$ cat config.mk
export PLATFORM = sky130hd
export DESIGN_NAME = display_frame_format_converter
export DESIGN_NICKNAME = d
export VERILOG_FILES = /design/src/hdl/dffc_pkg.sv /design/src/hdl/display_frame_format_converter.sv
export VERILOG_INCLUDE_DIRS = /design/src /design/src/hdl
export SDC_FILE = /design/constraint.sdc
export NUM_CORES = 1
export LEC_CHECK = 0
export BUFFER_PORTS_ARGS = -buffer_cell sky130_fd_sc_hd__buf_4
export CORE_MARGIN = 2
export CORE_UTILIZATION = 29
export CTS_CLUSTER_SIZE = 16
export DETAILED_ROUTE_END_ITERATION = 10
export PLACE_DENSITY_LB_ADDON = 0.2
export SYNTH_ARGS = -nofsm -noshare
export SYNTH_HDL_FRONTEND = slang
export SYNTH_SLANG_ARGS = --single-unit
$ cat constraint.sdc
create_clock -name clock -period 8.5 [get_ports clock]
set_input_delay 0.85 -clock clock [delete_from_list [all_inputs] [get_ports clock]]
set_output_delay 0.85 -clock clock [all_outputs]
set_load 0.01 [all_outputs]
$ cat src/hdl/display_frame_format_converter_defines.svh
// Assertion macros shared by the display frame format converter RTL.
// Included by modules that carry concurrent assertions; no other dependencies.
`ifndef DISPLAY_FRAME_FORMAT_CONVERTER_DEFINES_SVH
`define DISPLAY_FRAME_FORMAT_CONVERTER_DEFINES_SVH

// Same-cycle implication, disabled while reset is high.
`define DFFC_ASSERT_NOW(label, clk, rst, cond, conseq) \
   label: assert property (@(posedge clk) disable iff (rst) (cond) |-> (conseq)) \
      else $error("display frame format converter check failed");

// Next-cycle implication, disabled while reset is high.
`define DFFC_ASSERT_NEXT(label, clk, rst, cond, conseq) \
   label: assert property (@(posedge clk) disable iff (rst) (cond) |=> (conseq)) \
      else $error("display frame format converter check failed");

`endif

$ cat src/hdl/dffc_pkg.sv
// Package for the display frame format converter: panel constants, register
// indexes, mode codes and the request and response payload types. No dependencies.
package dffc_pkg;

   localparam int MONO_COLUMNS = 132;
   localparam int MONO_PAGES   = 8;
   localparam int OLED_SIDE    = 64;

   localparam int PIXEL_W    = 8;
   localparam int INDEX_W    = 10;
   localparam int ADDRESS_W  = 20;
   localparam int MODE_W     = 2;
   localparam int DIM_W      = 11;
   localparam int CSR_DATA_W = 11;
   localparam int CSR_INDEX_W = 3;

   localparam logic [PIXEL_W-1:0] MONO_THRESHOLD = 8'd108;

   // Configuration register indexes.
   localparam logic [CSR_INDEX_W-1:0] CSR_PANEL_MODE   = 3'd0;
   localparam logic [CSR_INDEX_W-1:0] CSR_INVERT_MASK  = 3'd1;
   localparam logic [CSR_INDEX_W-1:0] CSR_FLIP_ENABLE  = 3'd2;
   localparam logic [CSR_INDEX_W-1:0] CSR_FRAME_WIDTH  = 3'd3;
   localparam logic [CSR_INDEX_W-1:0] CSR_FRAME_HEIGHT = 3'd4;

   // Panel modes; the unused code behaves as plain 8bpp.
   localparam logic [MODE_W-1:0] MODE_MONO = 2'd0;
   localparam logic [MODE_W-1:0] MODE_OLED = 2'd1;
   localparam logic [MODE_W-1:0] MODE_8BPP = 2'd2;

   localparam logic [DIM_W-1:0] FRAME_DIM_RESET = 11'd32;

   typedef struct packed {
      logic [PIXEL_W-1:0] pixel_0;
      logic [PIXEL_W-1:0] pixel_1;
      logic [PIXEL_W-1:0] pixel_2;
      logic [PIXEL_W-1:0] pixel_3;
      logic [PIXEL_W-1:0] pixel_4;
      logic [PIXEL_W-1:0] pixel_5;
      logic [PIXEL_W-1:0] pixel_6;
      logic [PIXEL_W-1:0] pixel_7;
      logic [INDEX_W-1:0] column_index;
      logic [INDEX_W-1:0] row_index;
   } req_payload_type;

   typedef struct packed {
      logic [ADDRESS_W-1:0] dest_address;
      logic [PIXEL_W-1:0]   dest_byte;
   } rsp_payload_type;

endpackage

$ cat src/hdl/display_frame_format_converter.sv
// Display frame format converter: one transaction of frame-buffer pixels in,
// one panel byte and its write-buffer address out. Uses dffc_pkg and the defines header.
//
// The request and the result are each registered; the result strobe rises in the cycle after the edge that takes start.
// Throughput: one transaction per cycle outside reset; the address path holds one 20x11 multiplier.
// busy is high only while reset is high; the receiver cannot stall the result.
// Synchronous reset clears the pipeline valids and loads register defaults.
`include "display_frame_format_converter_defines.svh"

module display_frame_format_converter (
   input  logic                                  clock,
   input  logic                                  reset,
   input  logic                                  start,
   output logic                                  busy,
   input  dffc_pkg::req_payload_type             req_payload,
   output logic                                  rsp_strobe,
   output dffc_pkg::rsp_payload_type             rsp_payload,
   input  logic                                  csr_write_enable,
   input  logic [dffc_pkg::CSR_INDEX_W-1:0]      csr_index,
   input  logic [dffc_pkg::CSR_DATA_W-1:0]       csr_write_data
);
   import dffc_pkg::*;

   localparam int PRODUCT_W = ADDRESS_W + DIM_W;

   logic [MODE_W-1:0]  panel_mode_ff;
   logic [PIXEL_W-1:0] invert_mask_ff;
   logic               flip_enable_ff;
   logic [DIM_W-1:0]   frame_width_ff;
   logic [DIM_W-1:0]   frame_height_ff;

   logic            req_valid_ff;
   req_payload_type req_data_ff;
   logic            rsp_valid_ff;
   rsp_payload_type rsp_data_ff;
   rsp_payload_type rsp_data_in;

   logic                 accept;
   logic [PIXEL_W-1:0]   mono_bits;
   logic [PIXEL_W-1:0]   mono_byte;
   logic [PIXEL_W-1:0]   oled_byte;
   logic [PIXEL_W-1:0]   out_byte;
   logic [ADDRESS_W-1:0] lines;
   logic [DIM_W-1:0]     per_line;
   logic [ADDRESS_W-1:0] row_sel;
   logic [ADDRESS_W-1:0] col_sel;
   logic [PRODUCT_W-1:0] product;

   assign busy   = reset;
   assign accept = start && !busy;

   always_ff @(posedge clock) begin
      if (reset) begin
         panel_mode_ff   <= MODE_MONO;
         invert_mask_ff  <= '0;
         flip_enable_ff  <= 1'b0;
         frame_width_ff  <= FRAME_DIM_RESET;
         frame_height_ff <= FRAME_DIM_RESET;
      end else if (csr_write_enable) begin
         case (csr_index)
            CSR_PANEL_MODE:   panel_mode_ff   <= csr_write_data[MODE_W-1:0];
            CSR_INVERT_MASK:  invert_mask_ff  <= csr_write_data[PIXEL_W-1:0];
            CSR_FLIP_ENABLE:  flip_enable_ff  <= csr_write_data[0];
            CSR_FRAME_WIDTH:  frame_width_ff  <= csr_write_data[DIM_W-1:0];
            CSR_FRAME_HEIGHT: frame_height_ff <= csr_write_data[DIM_W-1:0];
            default: begin
            end
         endcase
      end
   end

   always_comb begin
      mono_bits[0] = req_data_ff.pixel_0 >= MONO_THRESHOLD;
      mono_bits[1] = req_data_ff.pixel_1 >= MONO_THRESHOLD;
      mono_bits[2] = req_data_ff.pixel_2 >= MONO_THRESHOLD;
      mono_bits[3] = req_data_ff.pixel_3 >= MONO_THRESHOLD;
      mono_bits[4] = req_data_ff.pixel_4 >= MONO_THRESHOLD;
      mono_bits[5] = req_data_ff.pixel_5 >= MONO_THRESHOLD;
      mono_bits[6] = req_data_ff.pixel_6 >= MONO_THRESHOLD;
      mono_bits[7] = req_data_ff.pixel_7 >= MONO_THRESHOLD;
      mono_byte = mono_bits ^ invert_mask_ff;
      if (flip_enable_ff) begin
         for (int k = 0; k < PIXEL_W; k++) begin
            mono_byte[k] = mono_bits[PIXEL_W-1-k] ^ invert_mask_ff[PIXEL_W-1-k];
         end
      end

      // The OLED inversion is 255 minus the byte, which is a bitwise complement.
      oled_byte = {req_data_ff.pixel_0[7:4], req_data_ff.pixel_1[7:4]};
      if (invert_mask_ff != '0) begin
         oled_byte = ~oled_byte;
      end
      if (flip_enable_ff) begin
         oled_byte = {oled_byte[3:0], oled_byte[7:4]};
      end

      case (panel_mode_ff)
         MODE_MONO: begin
            out_byte = mono_byte;
            lines    = ADDRESS_W'(MONO_PAGES);
            per_line = DIM_W'(MONO_COLUMNS);
         end
         MODE_OLED: begin
            out_byte = oled_byte;
            lines    = ADDRESS_W'(OLED_SIDE);
            per_line = DIM_W'(OLED_SIDE);
         end
         default: begin
            out_byte = req_data_ff.pixel_0 ^ invert_mask_ff;
            lines    = ADDRESS_W'(frame_height_ff);
            per_line = frame_width_ff;
         end
      endcase

      // Mirrored indexes wrap modulo the address width, as does the sum.
      if (flip_enable_ff) begin
         row_sel = lines - ADDRESS_W'(1) - ADDRESS_W'(req_data_ff.row_index);
         col_sel = ADDRESS_W'(per_line) - ADDRESS_W'(1)
                   - ADDRESS_W'(req_data_ff.column_index);
      end else begin
         row_sel = ADDRESS_W'(req_data_ff.row_index);
         col_sel = ADDRESS_W'(req_data_ff.column_index);
      end
      product = PRODUCT_W'(row_sel) * PRODUCT_W'(per_line);

      rsp_data_in.dest_address = product[ADDRESS_W-1:0] + col_sel;
      rsp_data_in.dest_byte    = out_byte;
   end

   always_ff @(posedge clock) begin
      if (reset) begin
         req_valid_ff <= 1'b0;
         rsp_valid_ff <= 1'b0;
      end else begin
         req_valid_ff <= accept;
         rsp_valid_ff <= req_valid_ff;
      end
      if (accept) begin
         req_data_ff <= req_payload;
      end
      if (req_valid_ff) begin
         rsp_data_ff <= rsp_data_in;
      end
   end

   assign rsp_strobe  = rsp_valid_ff;
   assign rsp_payload = rsp_data_ff;

   `DFFC_ASSERT_NEXT(a_accept_enters_pipe, clock, reset, accept, req_valid_ff)
   `DFFC_ASSERT_NEXT(a_pipe_gives_result, clock, reset, req_valid_ff, rsp_strobe)
   `DFFC_ASSERT_NEXT(a_no_result_invented, clock, reset, !req_valid_ff, !rsp_strobe)
   `DFFC_ASSERT_NEXT(a_oled_plain_low_nibble, clock, reset,
      req_valid_ff && panel_mode_ff == MODE_OLED && invert_mask_ff == '0 && !flip_enable_ff,
      rsp_payload.dest_byte[3:0] == $past(req_data_ff.pixel_1[7:4]))
   `DFFC_ASSERT_NOW(a_busy_only_in_reset, clock, reset, 1'b1, !busy)

endmodule

==> results.sh <==
export IMPL_slew_viol_final=0
export IMPL_rows=72
export IMPL_dp_hpwl_mm=21.9
export IMPL_status="complete, no violations"
export IMPL_synth_seq_cells=133
export IMPL_cts_buffer_depth=2
export IMPL_rsz0062_at_grt="false"
export IMPL_synth_area_leaders="edfxtp_1 26%, fa_1 23%, nand2_1 6.8%, inv_1 6.6%, ha_1 6.4%"
export IMPL_cts_buffers=17
export IMPL_clockRootBuffer="clkbuf_16"
export IMPL_clock_sinks=133
export IMPL_yosysMostFrequentCell="nand2_1"
export IMPL_grt_pass1_vias=8393
export IMPL_period_share_pct=89.6
export IMPL_avgSynthCellArea_sq_um=9.66
export IMPL_synth_edf_count=98
export IMPL_worstSetupEndpointType="flop"
export IMPL_die_x_um=202
export IMPL_slew_headroom_pct=38.1
export IMPL_p_per_area_nw_per_um2=149
export IMPL_antenna_cells=0
export IMPL_tns_ns=0
export IMPL_startpoint_type="flop"
export IMPL_drt_initial_drc_count=423
export IMPL_syn_inst=1182
export IMPL_yosys_warnings=0
export IMPL_fmax_mhz=131
export IMPL_die_area_sq_um=41000
export IMPL_grt_use_total_pct=14.3
export IMPL_final_nets=1585
export IMPL_ir_drop_mv=0.141
export IMPL_grt_max_degree=63
export IMPL_layout_cells_non_filler=1825
export IMPL_synth_cell_area_sq_um=11400
export IMPL_synth_nets=1473
export IMPL_synth_cell_types=56
export IMPL_synth_seq_area_share_pct=31.9
export IMPL_htreeDepth=4
export IMPL_fin_crit_ns=7.62
export IMPL_wirelength_mm=27.9
export IMPL_first_pass_iters=4
export IMPL_cts_hold_buffers=0
export IMPL_totalPowerFinal_mw=2.02
export IMPL_drive_gt1_share_pct=14.1
export IMPL_setup_viol=0
export IMPL_dp_cells=1793
export IMPL_hold_viol_final=0
export IMPL_n_fill_cell=4044
export IMPL_skew_ns=0.0192
export IMPL_wl_per_cell_um=15.3
export IMPL_drc=0
export IMPL_via_count=7987
export IMPL_worstPathArrival_ns=7.81
export IMPL_grt_pass1_wl_mm=44.8
export IMPL_antenna_found_initial=0
export IMPL_critPathRequiredTime_ns=8.69
export IMPL_worst_pin_slew_ns=0.919
export IMPL_clock_latency_ns=0.44
export IMPL_io_pins=132
export IMPL_cts_tree="built"
export IMPL_synthFlopType="edfxtp_1"
export IMPL_cap_viol_max_count=0
export IMPL_core_sq_um=38700
export IMPL_cts_resized=0
export IMPL_clkTransAtPathRegs_ns=0.07
export IMPL_crit_fanout=17
export IMPL_via_per_inst=4.38
export IMPL_ant_nets=0
export IMPL_portBuffers=117
export IMPL_die_h_um=202
export IMPL_utilization_pct=34.9
export IMPL_yosysTopAreaCellShare_pct=25.8
export IMPL_synth_largest_area_cell="edfxtp_1"
export IMPL_worstSetupPathType="reg2reg"
export IMPL_p_leak_nw=5.86
export IMPL_hold_class="reg2reg"
export IMPL_overflow=0
export IMPL_async_flop_share_pct=0
export IMPL_postCtsSetupBuffers=0
export IMPL_area_growth_pct=18.5
export IMPL_synthTopCellsByCount="206 x nand2_1, 200 x inv_1, 131 x fa_1"
export IMPL_gp_congestion=0.810
export IMPL_initial_core_util_pct=29.5
[cell families (layout without fill, tap and decap cells)]
logic type	Yosys count	in the layout	synth area share [%]
AOI/OAI and AO/OA	157	157	8.52
adders and majority gates	189	189	29.3
and+or+nand+nor	350	350	13.5
xor gates and xnor gates	78	78	6.17
muxes	26	26	2.28
buffers and inverters	249	374	8.28
DFF	133	133	31.9
[final timing paths]
check / slack [ns] / endpoint / depth (start not counted) / from
worst min register to register: 0.45 / frame_height_ff[0] / 2 / frame_height_ff[0]
worst max-delay path: 0.88 / rsp_payload[27] / 27 / panel_mode_ff[1]
worst min-delay path: 0.45 / frame_height_ff[0] / 2 / frame_height_ff[0]
worst max register to register: 0.88 / rsp_payload[27] / 27 / panel_mode_ff[1]
[sequential cells by signal (all words and copies together) (netlist names)]
signal,flops
rsp_strobe,1
panel_mode_ff,2
req_valid_ff,1
req_data_ff,70
frame_height_ff,11
flip_enable_ff,1
invert_mask_ff,8
rsp_payload,28
frame_width_ff,11
[cell usage in the layout, fill, tap and decap left out, types with 34 or more instances in the layout]
master / instances
buf_4: 140
inv_1: 200
xnor2_1: 64
fa_1: 131
nand2_1: 206
a21oi_1: 58
nor2_1: 57
dfxtp_1: 34
edfxtp_1: 98
ha_1: 58
[report_power, final]
| group | internal, mW | switching [mW] |
|---|---|---|
| Sequential | 0.761 | 0.0204 |
| Clock | 0.440 | 0.320 |
| Combinational | 0.216 | 0.261 |
[per-layer routing]
| layer | routed length (um) | part of all wire, % | GRT usage, % | vias to the layer above |
|---|---|---|---|---|
| met5 | 0 | 0 | 0 | - |
| met1 | 13000 | 47 | 18.5 | 3819 |
| met4 | 548 | 2.0 | 4.22 | 0 |
| li1 | - | - | - | 3964 |
| met2 | 12900 | 46 | 23.6 | 175 |
| met3 | 1480 | 5.3 | 3.39 | 29 |
[stage by stage]
step	worst slack, ns	hold slack (ns)	cell area [sq um]
3_5_place_dp	0.841	0.445	12900
4_1_cts	0.799	0.454	13500
2_1_floorplan	1.07	0.430	11400
5_1_grt	0.402	0.471	13500
6_report	0.880	0.453	13500
3_3_place_gp	0.810	0.442	12900
[layout make-up]
class	instances	area, sq um	area share, %
multi-input combinational	800	6840	50.5
clock buffer	17	425	3.14
sequential	133	3640	26.9
tap	518	648	4.79
timing repair buffer	140	1050	7.77
inverter	202	758	5.60
clock inverter	15	169	1.25
[critical path: stages (launching register included)]
cell and delay [ns]:
dfxtp_1 0.66, nand2b_1 0.33, nand2_1 0.13, ha_1 0.22, nor3_1 0.31, o21ai_0 0.25, a31oi_1 0.24, xnor2_1 0.14
nand2_1 0.07, o21ai_0 0.10, buf_4 0.22, nand2_1 0.09, fa_1 0.52, fa_1 0.51, inv_1 0.05, fa_1 0.46
fa_1 0.54, inv_1 0.05, fa_1 0.52, inv_1 0.04, ha_1 0.35, a21oi_1 0.22, nand2b_1 0.16, o211ai_1 0.17
o31a_1 0.32, a31oi_1 0.39, xor2_1 0.22, xnor2_1 0.08
Power figures use the tool's default switching activity.
